--- src/sv/csrre_pkg.sv ---
// Shared types and constants for the CSR binary sparse-by-dense row engine.
package csrre_pkg;

  localparam int DENSE_ROWS     = 1024;
  localparam int MAX_DENSE_COLS = 16;

  localparam int ROW_AW  = $clog2(DENSE_ROWS);
  localparam int COL_W   = $clog2(MAX_DENSE_COLS);
  localparam int CNT_W   = $clog2(MAX_DENSE_COLS + 1);
  localparam int WORD_W  = 32;
  localparam int CFG_W   = 5;

  localparam int LOAD_ROW_W = 10;
  localparam int LOAD_COL_W = 4;
  localparam int NZ_COL_W   = 10;
  localparam int REQ_W      = 2;

  localparam int IN_TDATA_W  = 56;
  localparam int OUT_TDATA_W = 40;

  localparam logic [REQ_W-1:0] REQ_LOAD  = 2'd0;
  localparam logic [REQ_W-1:0] REQ_NZ    = 2'd1;
  localparam logic [REQ_W-1:0] REQ_EMPTY = 2'd2;

  localparam logic [CFG_W-1:0] COLS_RESET = CFG_W'(MAX_DENSE_COLS);

  typedef logic [WORD_W-1:0] word_t;
  typedef word_t [MAX_DENSE_COLS-1:0] row_t;

  // Control that travels with an item from the read stage to the accumulator.
  typedef struct packed {
    logic add;
    logic flush;
  } acc_ctl_t;

  // Clamp the configured column count to 1..MAX_DENSE_COLS.
  function automatic logic [CNT_W-1:0] cols_in_use(input logic [CFG_W-1:0] cfg);
    logic [CNT_W-1:0] n;
    if (cfg == '0) begin
      n = CNT_W'(1);
    end else if (32'(cfg) > MAX_DENSE_COLS) begin
      n = CNT_W'(MAX_DENSE_COLS);
    end else begin
      n = CNT_W'(cfg);
    end
    return n;
  endfunction

endpackage

--- src/sv/csrre_acc.sv ---
// Row accumulator stage: adds the fetched dense row and hands off finished rows.
module csrre_acc
  import csrre_pkg::*;
(
  input  logic     clk,
  input  logic     rst_n,
  input  logic     item_valid,
  input  acc_ctl_t item_ctl,
  input  row_t     rd_data,
  input  logic     drain_busy,
  output logic     stall,
  output logic     flush_valid,
  output row_t     flush_row
);

  logic     s1_valid_r, s1_valid_nxt;
  acc_ctl_t s1_ctl_r, s1_ctl_nxt;
  row_t     acc_r, acc_nxt;
  row_t     sum;
  logic     fire;

  // A closing item waits here while the previous row is still draining.
  assign stall = s1_valid_r && s1_ctl_r.flush && drain_busy;
  assign fire  = s1_valid_r && !stall;

  always_comb begin
    for (int c = 0; c < MAX_DENSE_COLS; c++) begin
      sum[c] = s1_ctl_r.add ? acc_r[c] + rd_data[c] : acc_r[c];
    end
  end

  assign flush_valid = fire && s1_ctl_r.flush;
  assign flush_row   = sum;

  always_comb begin
    s1_valid_nxt = s1_valid_r;
    s1_ctl_nxt   = s1_ctl_r;
    acc_nxt      = acc_r;
    if (!stall) begin
      s1_valid_nxt = item_valid;
      s1_ctl_nxt   = item_ctl;
    end
    if (fire) begin
      acc_nxt = s1_ctl_r.flush ? '0 : sum;
    end
  end

  always_ff @(posedge clk) begin
    if (!rst_n) begin
      s1_valid_r <= 1'b0;
      s1_ctl_r   <= '0;
      acc_r      <= '0;
    end else begin
      s1_valid_r <= s1_valid_nxt;
      s1_ctl_r   <= s1_ctl_nxt;
      acc_r      <= acc_nxt;
    end
  end

endmodule

--- config.mk ---
export PLATFORM = sky130hd
export DESIGN_NAME = csrre_acc
export DESIGN_NICKNAME = d
export VERILOG_FILES = /design/src/sv/csrre_pkg.sv /design/src/sv/csrre_acc.sv
export SDC_FILE = /design/constraint.sdc
export NUM_CORES = 2
export LEC_CHECK = 0
export BUFFER_PORTS_ARGS = -buffer_cell sky130_fd_sc_hd__buf_2
export CORE_AREA = 2 2 403 405
export CTS_CLUSTER_SIZE = 14
export DETAILED_ROUTE_END_ITERATION = 16
export DIE_AREA = 0 0 405 407
export PLACE_DENSITY = 0.52
export SYNTH_ARGS = -nofsm -noshare
export SYNTH_HDL_FRONTEND = slang
export SYNTH_SLANG_ARGS = --single-unit
--- constraint.sdc ---
create_clock -name clk -period 11.1 [get_ports clk]
set_clock_uncertainty 0.2 [all_clocks]
set_input_delay 0.555 -clock clk [delete_from_list [all_inputs] [get_ports clk]]
set_output_delay 0.555 -clock clk [all_outputs]
set_load 0.02 [all_outputs]
==> run summary <==
Prevailing post-synth register cell: dfxtp_1
Top Metal Used: met5
Worst-Margin Slew: 1241 ps
Unique masters post-synth: 95
Outcome: finished, final reports clean
P per Cell Area: 108.5 nW/um^2
Hold_sp: rd_data[223]
Wire length per cell: 24.49 um
Synthesized area per cell: 8.461 um^2
Die Height: 407 um
Seq cells post-synth: 515
Area grow syn2layout: 21.56%
Final setup vio count: 0
Worst Setup Path Type: flop to output port
P_leak: 27.42 nW
# nets final: 7427
GRT overflow: 0
Register area share after synthesis: 0.2209
Worst-path cell chain: ha_1 -> fa_1 -> a21oi_1 -> o22ai_1 -> o31ai_1 -> o21ai_1 -> o31ai_2 -> o21ba_2 -> o21ai_1 -> a21oi_1 -> o221ai_1 -> xor2_1 -> mux2_2 -> buf_2
Final worst setup slack: 5500 ps
CTS tree: built
Total power: 6.155 mW
Pin count of the biggest net entering global routing: 145
First drt pass iteration count: 6
Port buffer count: 1031
Hold depth: 3
Final Hold Slack: 82.83 ps
Synth top area share: 0.2209
Synth area leader: dfxtp_1
Clock-pin slew on the worst setup and hold paths: 60 ps
Post-synth ARST share: 0
Min Clock Period, post-route: 5600 ps
Via density: 5.426
Synth Cell Area: 46680 um^2
Slowest Stage Delay on Critical Path: 570 ps
Post-Route M1 WL: 87.50 mm
Vias in the first global route: 45380
Worst R2R Path Depth: 8
CP Capture Type: output port
Synth warn: 0
Critical path arrival: 4850 ps
Flop2flop setup slack: 6480 ps
GPL Wtd Cong: 0.9410
Fraction of layout instances using a drive strength above 1: 0.2569
Area of the multi-input gates: 34950 um^2
Antenna Nets Post-Route: 0
Syn nets: 6547
Main area contributors after synthesis: dfxtp_1, ha_1, mux2_2, xnor2_1, a21oi_1
Effective utilization at floorplan: 0.2914
Final hold violation count: 0
Req. time, crit path: 10350 ps
Hold Path Class: input pin to flop
Final wirelength: 212.4 mm
RSZ-0062 raised after global routing: no
Setup slack after placement: 5887 ps
Hold worst-path end: acc_r[223]
Register Area: 10320 um^2
Initial antenna violation count: 123
Crit-path max FO: 4
Max-cap check violation count: 0
GRT Util Overall: 0.2453
Core footprint: 160200 um^2
Max clock buf depth: 3
Vias: 47050
Worst skew pair latency: 670 ps
Sum Neg Setup Slack: 0 ps
Worst r2r src: s1_ctl_r[0]
Met2 Wirelength: 97.46 mm
Synth Instances: 5517
I/O pin count: 1032
Global-route wire length before repair: 302.7 mm
Fin. max-slew vios: 0
Number of flops mapped to enable cells by yosys: 0
Clock Tree Root: clkbuf_16
# resized after CTS: 0
Total number of H-tree levels: 3
DRC Markers: 0
Total die area: 164800 um^2
Rel. slew slack: 0.1729
Max Freq: 0.1786 GHz
Slowest CP cell: a21oi_1
Fin crit share: 0.5045
Iter 0 DRT Violations: 3055
Final HPWL DP: 165.5 mm
Clk sinks: 515
Metal3 WL: 16.59 mm
Inserted Clock Buffers: 79
VDD IR max: 99.97 uV
Die X: 405 um
R2r endpoint: acc_r[263]
Cell Rows: 147
Final-layout fill cell count: 16820
CP startpoint kind: flop
[how the worst max path moves through the flow]
stage                     slack [ps]              to  depth (start not counted)         start
after floorplan                 6770  flush_row[508]                         13  rd_data[480]
after global placement          5920  flush_row[446]                         15  rd_data[416]
after detailed placement        5890  flush_row[446]                         15  rd_data[416]
after CTS                       5510  flush_row[446]                         14    acc_r[416]
after global routing            5250  flush_row[446]                         14    acc_r[416]
final                           5500  flush_row[446]                         14    acc_r[416]
[cell usage in the layout (no fill, tap or decap), types with 53 or more instances in the layout]
master and instances:
nand2b_1 59, xnor2_1 304, a21o_1 271, dfxtp_1 512
o21bai_1 69, a22o_1 263, nor2b_1 194, nand2_1 365
a21oi_1 496, o21ai_0 238, inv_1 114, o21a_1 54
mux2_2 394, xor2_1 155, nand3_1 101, a31oi_1 54
nor2_1 227, clkbuf_16 80, a22oi_1 160, nand4_1 53
buf_2 1030, ha_1 496, o21ai_1 63
[stage by stage]
step / util / cells / cell area, um^2
global placement: 0.3364 / 8471 / 53880
global route: 0.3540 / 8660 / 56720
floorplan: - / 5517 / 46680
CTS: 0.3534 / 8619 / 56610
finish: 0.3542 / 8671 / 56740
detailed placement: 0.3364 / 8471 / 53880
[sequential cells by signal, summed over array words and instances, names as in the netlist]
register    cells
acc_r         512
s1_ctl_r        2
s1_valid_r      1
[synth_stat cells, types with 16 or more instances]
cell,instances
a211oi_1,51
a21boi_0,41
a21o_1,271
a21oi_1,496
a22o_1,263
a22oi_1,160
a31oi_1,54
and2_1,38
and3_1,45
buf_1,17
clkbuf_1,252
dfxtp_1,515
fa_1,16
ha_1,496
inv_1,115
mux2_2,394
nand2_1,368
nand2b_1,60
nand3_1,101
nand3b_1,38
nand4_1,53
nor2_1,231
nor2b_1,195
nor3_1,43
o211ai_1,41
o21a_1,54
o21ai_0,238
o21ai_1,64
o21bai_1,69
o31ai_1,30
xnor2_1,304
xor2_1,155
[worst max-delay path, delay by kind of cell (launching register included)]
kind	cells	cell delay [ps]
mux	1	290
fa+ha+maj	2	650
buf+inv	1	180
compound gates	9	2560
flops	1	320
xor+xnor	1	210
[layer usage]
layer | vias to the layer above | global-route usage
met5 | - | 0
met4 | 66 | 0.1139
met3 | 448 | 0.07152
met2 | 1580 | 0.4045
met1 | 22430 | 0.2925
li1 | 22520 | -
[logic make-up after synthesis]
kind of cell    after synthesis  share of synthesized area
simple gates               1235                     0.1320
mux                         400                    0.09645
buf+inv                     390                    0.03195
xor+xnor                    459                    0.08613
flops                       515                     0.2209
fa+ha+maj                   512                     0.1398
compound gates             2006                     0.2927
[timing repair]
item                       CTS  global route
setup endpoints to repair    0             0
setup buffers                0             0
hold buffers                 5             0
hold endpoints to repair     5             0
[cell type report]
cell class | instances | share of cell area
timing repair buffer | 1074 | 0.09744
tap | 2160 | 0.04763
clock buffer | 114 | 0.04106
multi-input combinational | 4612 | 0.6159
clock inverter | 29 | 0.006152
antenna | 52 | 0.002293
inverter | 115 | 0.007651
sequential | 515 | 0.1819
[where the power goes]
group / switching, mW / internal, mW
clock: 1.06 / 1.62
sequential: 0.0383 / 1.89
combinational: 0.977 / 0.573
total: 2.08 / 4.08
(Power assumes the default switching activity.)
