## src/sv/csrre_pkg.sv

```systemverilog
// Shared types and constants for the CSR binary sparse-by-dense row engine.
package csrre_pkg;

  localparam int DENSE_ROWS     = 1024;
  localparam int MAX_DENSE_COLS = 16;

  localparam int ROW_AW  = $clog2(DENSE_ROWS);
  localparam int COL_W   = $clog2(MAX_DENSE_COLS);
  localparam int CNT_W   = $clog2(MAX_DENSE_COLS + 1);
  localparam int WORD_W  = 32;
  localparam int CFG_W   = 5;

  localparam int LOAD_ROW_W = 10;
  localparam int LOAD_COL_W = 4;
  localparam int NZ_COL_W   = 10;
  localparam int REQ_W      = 2;

  localparam int IN_TDATA_W  = 56;
  localparam int OUT_TDATA_W = 40;

  localparam logic [REQ_W-1:0] REQ_LOAD  = 2'd0;
  localparam logic [REQ_W-1:0] REQ_NZ    = 2'd1;
  localparam logic [REQ_W-1:0] REQ_EMPTY = 2'd2;

  localparam logic [CFG_W-1:0] COLS_RESET = CFG_W'(MAX_DENSE_COLS);

  typedef logic [WORD_W-1:0] word_t;
  typedef word_t [MAX_DENSE_COLS-1:0] row_t;

  // Control that travels with an item from the read stage to the accumulator.
  typedef struct packed {
    logic add;
    logic flush;
  } acc_ctl_t;

  // Clamp the configured column count to 1..MAX_DENSE_COLS.
  function automatic logic [CNT_W-1:0] cols_in_use(input logic [CFG_W-1:0] cfg);
    logic [CNT_W-1:0] n;
    if (cfg == '0) begin
      n = CNT_W'(1);
    end else if (32'(cfg) > MAX_DENSE_COLS) begin
      n = CNT_W'(MAX_DENSE_COLS);
    end else begin
      n = CNT_W'(cfg);
    end
    return n;
  endfunction

endpackage

```

## src/sv/csrre_drain.sv

```systemverilog
// Output drain: holds one finished row and sends its active columns a word at a time.
module csrre_drain
  import csrre_pkg::*;
(
  input  logic             clk,
  input  logic             rst_n,
  input  logic             load,
  input  row_t             load_row,
  input  logic [CNT_W-1:0] load_cnt,
  output logic             busy,
  output logic             out_valid,
  input  logic             out_ready,
  output logic [COL_W-1:0] out_col,
  output word_t            out_value,
  output logic             out_last
);

  logic             busy_r, busy_nxt;
  row_t             row_r, row_nxt;
  logic [CNT_W-1:0] cnt_r, cnt_nxt;
  logic [COL_W-1:0] idx_r, idx_nxt;
  logic             take;

  assign busy      = busy_r;
  assign out_valid = busy_r;
  assign out_col   = idx_r;
  assign out_value = row_r[0];
  assign out_last  = (CNT_W'(idx_r) + CNT_W'(1)) == cnt_r;
  assign take      = busy_r && out_ready;

  always_comb begin
    busy_nxt = busy_r;
    row_nxt  = row_r;
    cnt_nxt  = cnt_r;
    idx_nxt  = idx_r;
    if (load) begin
      busy_nxt = 1'b1;
      row_nxt  = load_row;
      cnt_nxt  = load_cnt;
      idx_nxt  = '0;
    end else if (take) begin
      // The current column always sits in the bottom slot.
      for (int c = 0; c < MAX_DENSE_COLS - 1; c++) begin
        row_nxt[c] = row_r[c+1];
      end
      row_nxt[MAX_DENSE_COLS-1] = '0;
      idx_nxt = idx_r + COL_W'(1);
      if (out_last) begin
        busy_nxt = 1'b0;
      end
    end
  end

  always_ff @(posedge clk) begin
    if (!rst_n) begin
      busy_r <= 1'b0;
      cnt_r  <= '0;
      idx_r  <= '0;
    end else begin
      busy_r <= busy_nxt;
      cnt_r  <= cnt_nxt;
      idx_r  <= idx_nxt;
    end
    row_r <= row_nxt;
  end

endmodule

```

## config.mk

```make
export PLATFORM = sky130hd
export DESIGN_NAME = csrre_drain
export DESIGN_NICKNAME = d
export VERILOG_FILES = /design/src/sv/csrre_pkg.sv /design/src/sv/csrre_drain.sv
export SDC_FILE = /design/constraint.sdc
export NUM_CORES = 1
export LEC_CHECK = 0
export ABC_CLOCK_PERIOD_IN_PS = 21600
export BUFFER_PORTS_ARGS = -buffer_cell sky130_fd_sc_hd__buf_2
export CORE_MARGIN = 2
export CORE_UTILIZATION = 40
export CTS_CLUSTER_DIAMETER = 80
export DETAILED_ROUTE_END_ITERATION = 7
export SYNTH_ARGS = -nofsm -noshare
export SYNTH_HDL_FRONTEND = slang
export SYNTH_SLANG_ARGS = --single-unit
export TNS_END_PERCENT = 20
```

## constraint.sdc

```tcl
create_clock -name clk -period 21.6 [get_ports clk]
set_input_delay 3.24 -clock clk [delete_from_list [all_inputs] [get_ports clk]]
set_output_delay 3.24 -clock clk [all_outputs]
set_load 0.02 [all_outputs]
```

==> impl_metrics.py <==
metrics = {
    "outcome": {
        "outcome": "complete, no violations",
    },
    "power": {
        "p_int_uw": 1900,
        "p_total_uw": 2400,
        "swShare_pct": 20.8,
        "peakVddDrop_mv": 0.0668,
        "p_leak_uw": 0.0104,
        "combPwrFrac_pct": 8.7,
        "pwr-share-clk_pct": 39.0,
        "seq_power_share_pct": 52.3,
        "p_per_area_nw_per_um2": 88.5,
        "p_switching_uw": 500,
    },
    "min_path": {
        "hp-start": "out_col[1]$_SDFFE_PP0P_",
        "hold_depth": 2,
        "hold_path_class": "reg -> reg",
    },
    "clock_network": {
        "cts_setup_buffers": 0,
        "cts_buffer_depth": 3,
        "cts_buffers": 56,
        "cts.clk_slew.worst_paths_ns": 0.06,
        "clkLatencyLatePin_ns": 0.59,
        "clockRootBuffer": "clkbuf_16",
        "h-tree-depth": 2,
        "holdBufCountCts": 0,
        "cts_sinks": 522,
        "cts_tree": "yes",
        "cts_repair_resize_count": 0,
    },
    "timing": {
        "setup_viol": 0,
        "max_slew_margin_pct": 27.8,
        "finalHoldViolations": 0,
        "rsz0062_at_grt": "no",
        "tightest_slew_ns": 1.08,
        "clock.fmax_mhz": 156,
        "finalMaxSlewViolations": 0,
        "fin_tns_setup_ns": 0,
        "fin_hold_ws_ns": 0.514,
        "fin_crit_ns": 6.43,
        "clock_skew_ns": 0.0192,
        "fin_crit_sh_pct": 29.8,
    },
    "die": {
        "rows": 86,
        "die_h_um": 239,
        "dieArea_sq_um": 57000,
        "coreArea_sq_um": 54800,
        "initial_core_util_pct": 40.2,
        "die_x_um": 239,
        "io_pins": 560,
    },
    "yosys": {
        "synth_top_area_share_pct": 69.8,
        "seq_area_frac_synth_pct": 70.7,
        "ys_ff_latch": 522,
        "postSynthAreaPerCell_sq_um": 18.9,
        "yosys-top-cells-area": "edfxtp_1, mux2_2, buf_2, buf_4, and2_1",
        "mappedNetlistNets": 1689,
        "syn_area_sq_um": 22000,
        "synthFlopType": "edfxtp_1",
        "yosysUniqueCellTypes": 28,
        "yosysWarningCount": 0,
        "netlist_instances": 1167,
        "synth_edf_count": 512,
        "yosysTopAreaCell": "edfxtp_1",
        "postSynth.asyncResetShare_pct": 0,
    },
    "global_route": {
        "grt_usage_pct": 16.7,
        "grt_max_degree": 177,
        "grt_pass1_wl_um": 72100,
        "grt_pass1_vias": 12300,
        "antenna_found_initial": 52,
        "grt-ovfl-total": 0,
    },
    "setup_path": {
        "r2r_cells": 4,
        "critical_path.slowest_cell": "buf_4",
        "path_delay_family": "buffers and inverters",
        "critPathArrivalTime_ns": 6.77,
        "cpMostUsedCell": "buf_4",
        "cp-startpoint": "load",
        "crit_type": "in -> reg",
        "cp-end-kind": "flip-flop",
        "cp_cell_sequence": "buf_8 > buf_4 > buf_4 > buf_4 > mux2_2",
        "critPathMaxFanout": 87,
        "cp_slowest_stage_delay_ns": 0.96,
        "cp.buffers_inverters": 4,
        "worst_setup_path_start_kind": "input port",
        "crit_cells": 5,
        "cp.required_ns": 21.94,
        "r2r_start": "busy$_SDFFE_PN0P_",
    },
    "final_layout": {
        "drive_above_1_share_pct": 64.6,
        "fin_cells": 2481,
        "num-nets-final": 2226,
        "syn_to_final_growth_pct": 23.2,
    },
    "place": {
        "post-place-cells": 2350,
        "gp_congestion": 0.797,
        "hpwl_um": 34100,
        "io_buffers": 559,
    },
    "detailed_routing": {
        "first_iter_violations": 545,
        "finalWirelength_um": 49100,
        "via_per_inst": 4.74,
        "vias": 11800,
        "ant_nets": 0,
        "drc": 0,
        "wire_per_inst_um": 19.8,
        "dr.pass1.iters": 4,
    },
    "job": {
        "cap_violations": 0,
    },
}
[placed cells by master (no fill, tap or decap), types with 2 or more instances in the layout]
cell type / instances
buf_2: 558
edfxtp_1: 512
mux2_2: 480
clkbuf_16: 57
and2_1: 32
diode_2: 29
clkinv_1: 14
clkbuf_1: 12
dfxtp_1: 10
clkinv_2: 10
buf_4: 10
bufinv_16: 6
mux2i_1: 5
nor2b_1: 5
xor2_1: 4
xnor2_1: 3
nor2_1: 3
nand3_1: 3
nand2_1: 3
a21oi_1: 2
o21ai_0: 2
[routing by layer]
metal  up-vias  GRT usage [%]  wire (um)
li1       5632              -          -
met1      5575           19.7      19700
met2       399           27.1      23100
met3       115           8.18       4980
met4        50           4.66        930
met5         -              0        324
[per-stage QoR]
| stage | utilization [%] | area (sq um) | worst slack, ns |
|---|---|---|---|
| after floorplan | - | 22000 | 5.91 |
| after global placement | 46.2 | 25300 | 14.57 |
| after detailed placement | 46.2 | 25300 | 14.54 |
| after CTS | 49.4 | 27100 | 15.18 |
| after global routing | 49.5 | 27100 | 14.92 |
| final | 49.5 | 27100 | 15.17 |
[Yosys cell counts (4+ instances only)]
cell type	instances
edfxtp_1	512
buf_2	53
dfxtp_1	10
buf_4	33
nor2b_1	5
mux2_2	480
xor2_1	4
nand2_1	4
and2_1	32
clkbuf_1	4
mux2i_1	5
[worst min-delay path, stage by stage (launching register included)]
cell and delay, ns:
dfxtp_1 0.34, nand2_1 0.07, a21oi_1 0.06
[state kept, by name, summed over array words and instances, names as in the netlist]
| signal | cells |
|---|---|
| out_value | 32 |
| busy | 1 |
| row_r | 480 |
| out_col | 4 |
| cnt_r | 5 |
[final cells by class]
class | count | area (sq um)
Fill cell | 4615 | 27600
Multi-Input combinational cell | 553 | 5920
Sequential cell | 522 | 15600
Tap cell | 704 | 881
Clock buffer | 69 | 1470
Inverter | 1 | 3.75
Antenna cell | 29 | 72.6
Timing Repair Buffer | 570 | 2900
Clock inverter | 33 | 310
[power groups by stage]
stage | Clock, uW | Sequential [uW] | Combinational, uW
global placement | 0 | 1280 | 206
global route | 1000 | 1260 | 230
finish | 937 | 1250 | 210
detailed placement | 0 | 1280 | 210
CTS | 967 | 1260 | 212
floorplan | 0 | 1300 | 142
[worst paths after layout]
check / to / slack (ns)
setup reg to reg: out_value[14]$_DFFE_PP_ / 18.15
setup / recovery: row_r[424]$_DFFE_PP_ / 15.17
hold / removal: out_col[1]$_SDFFE_PP0P_ / 0.51
hold reg to reg: out_col[1]$_SDFFE_PP0P_ / 0.51
[logic make-up (layout without fill, tap and decap cells)]
logic type,after synthesis,after routing,synth area share (%)
compound gates,8,8,0.324
simple gates,52,52,1.42
buf+inv,92,673,2.48
flops,522,522,70.7
mux,485,485,24.8
fa+ha+maj,1,1,0.0568
xor+xnor,7,7,0.278
other cells,0,29,0
(Power assumes the default switching activity.)
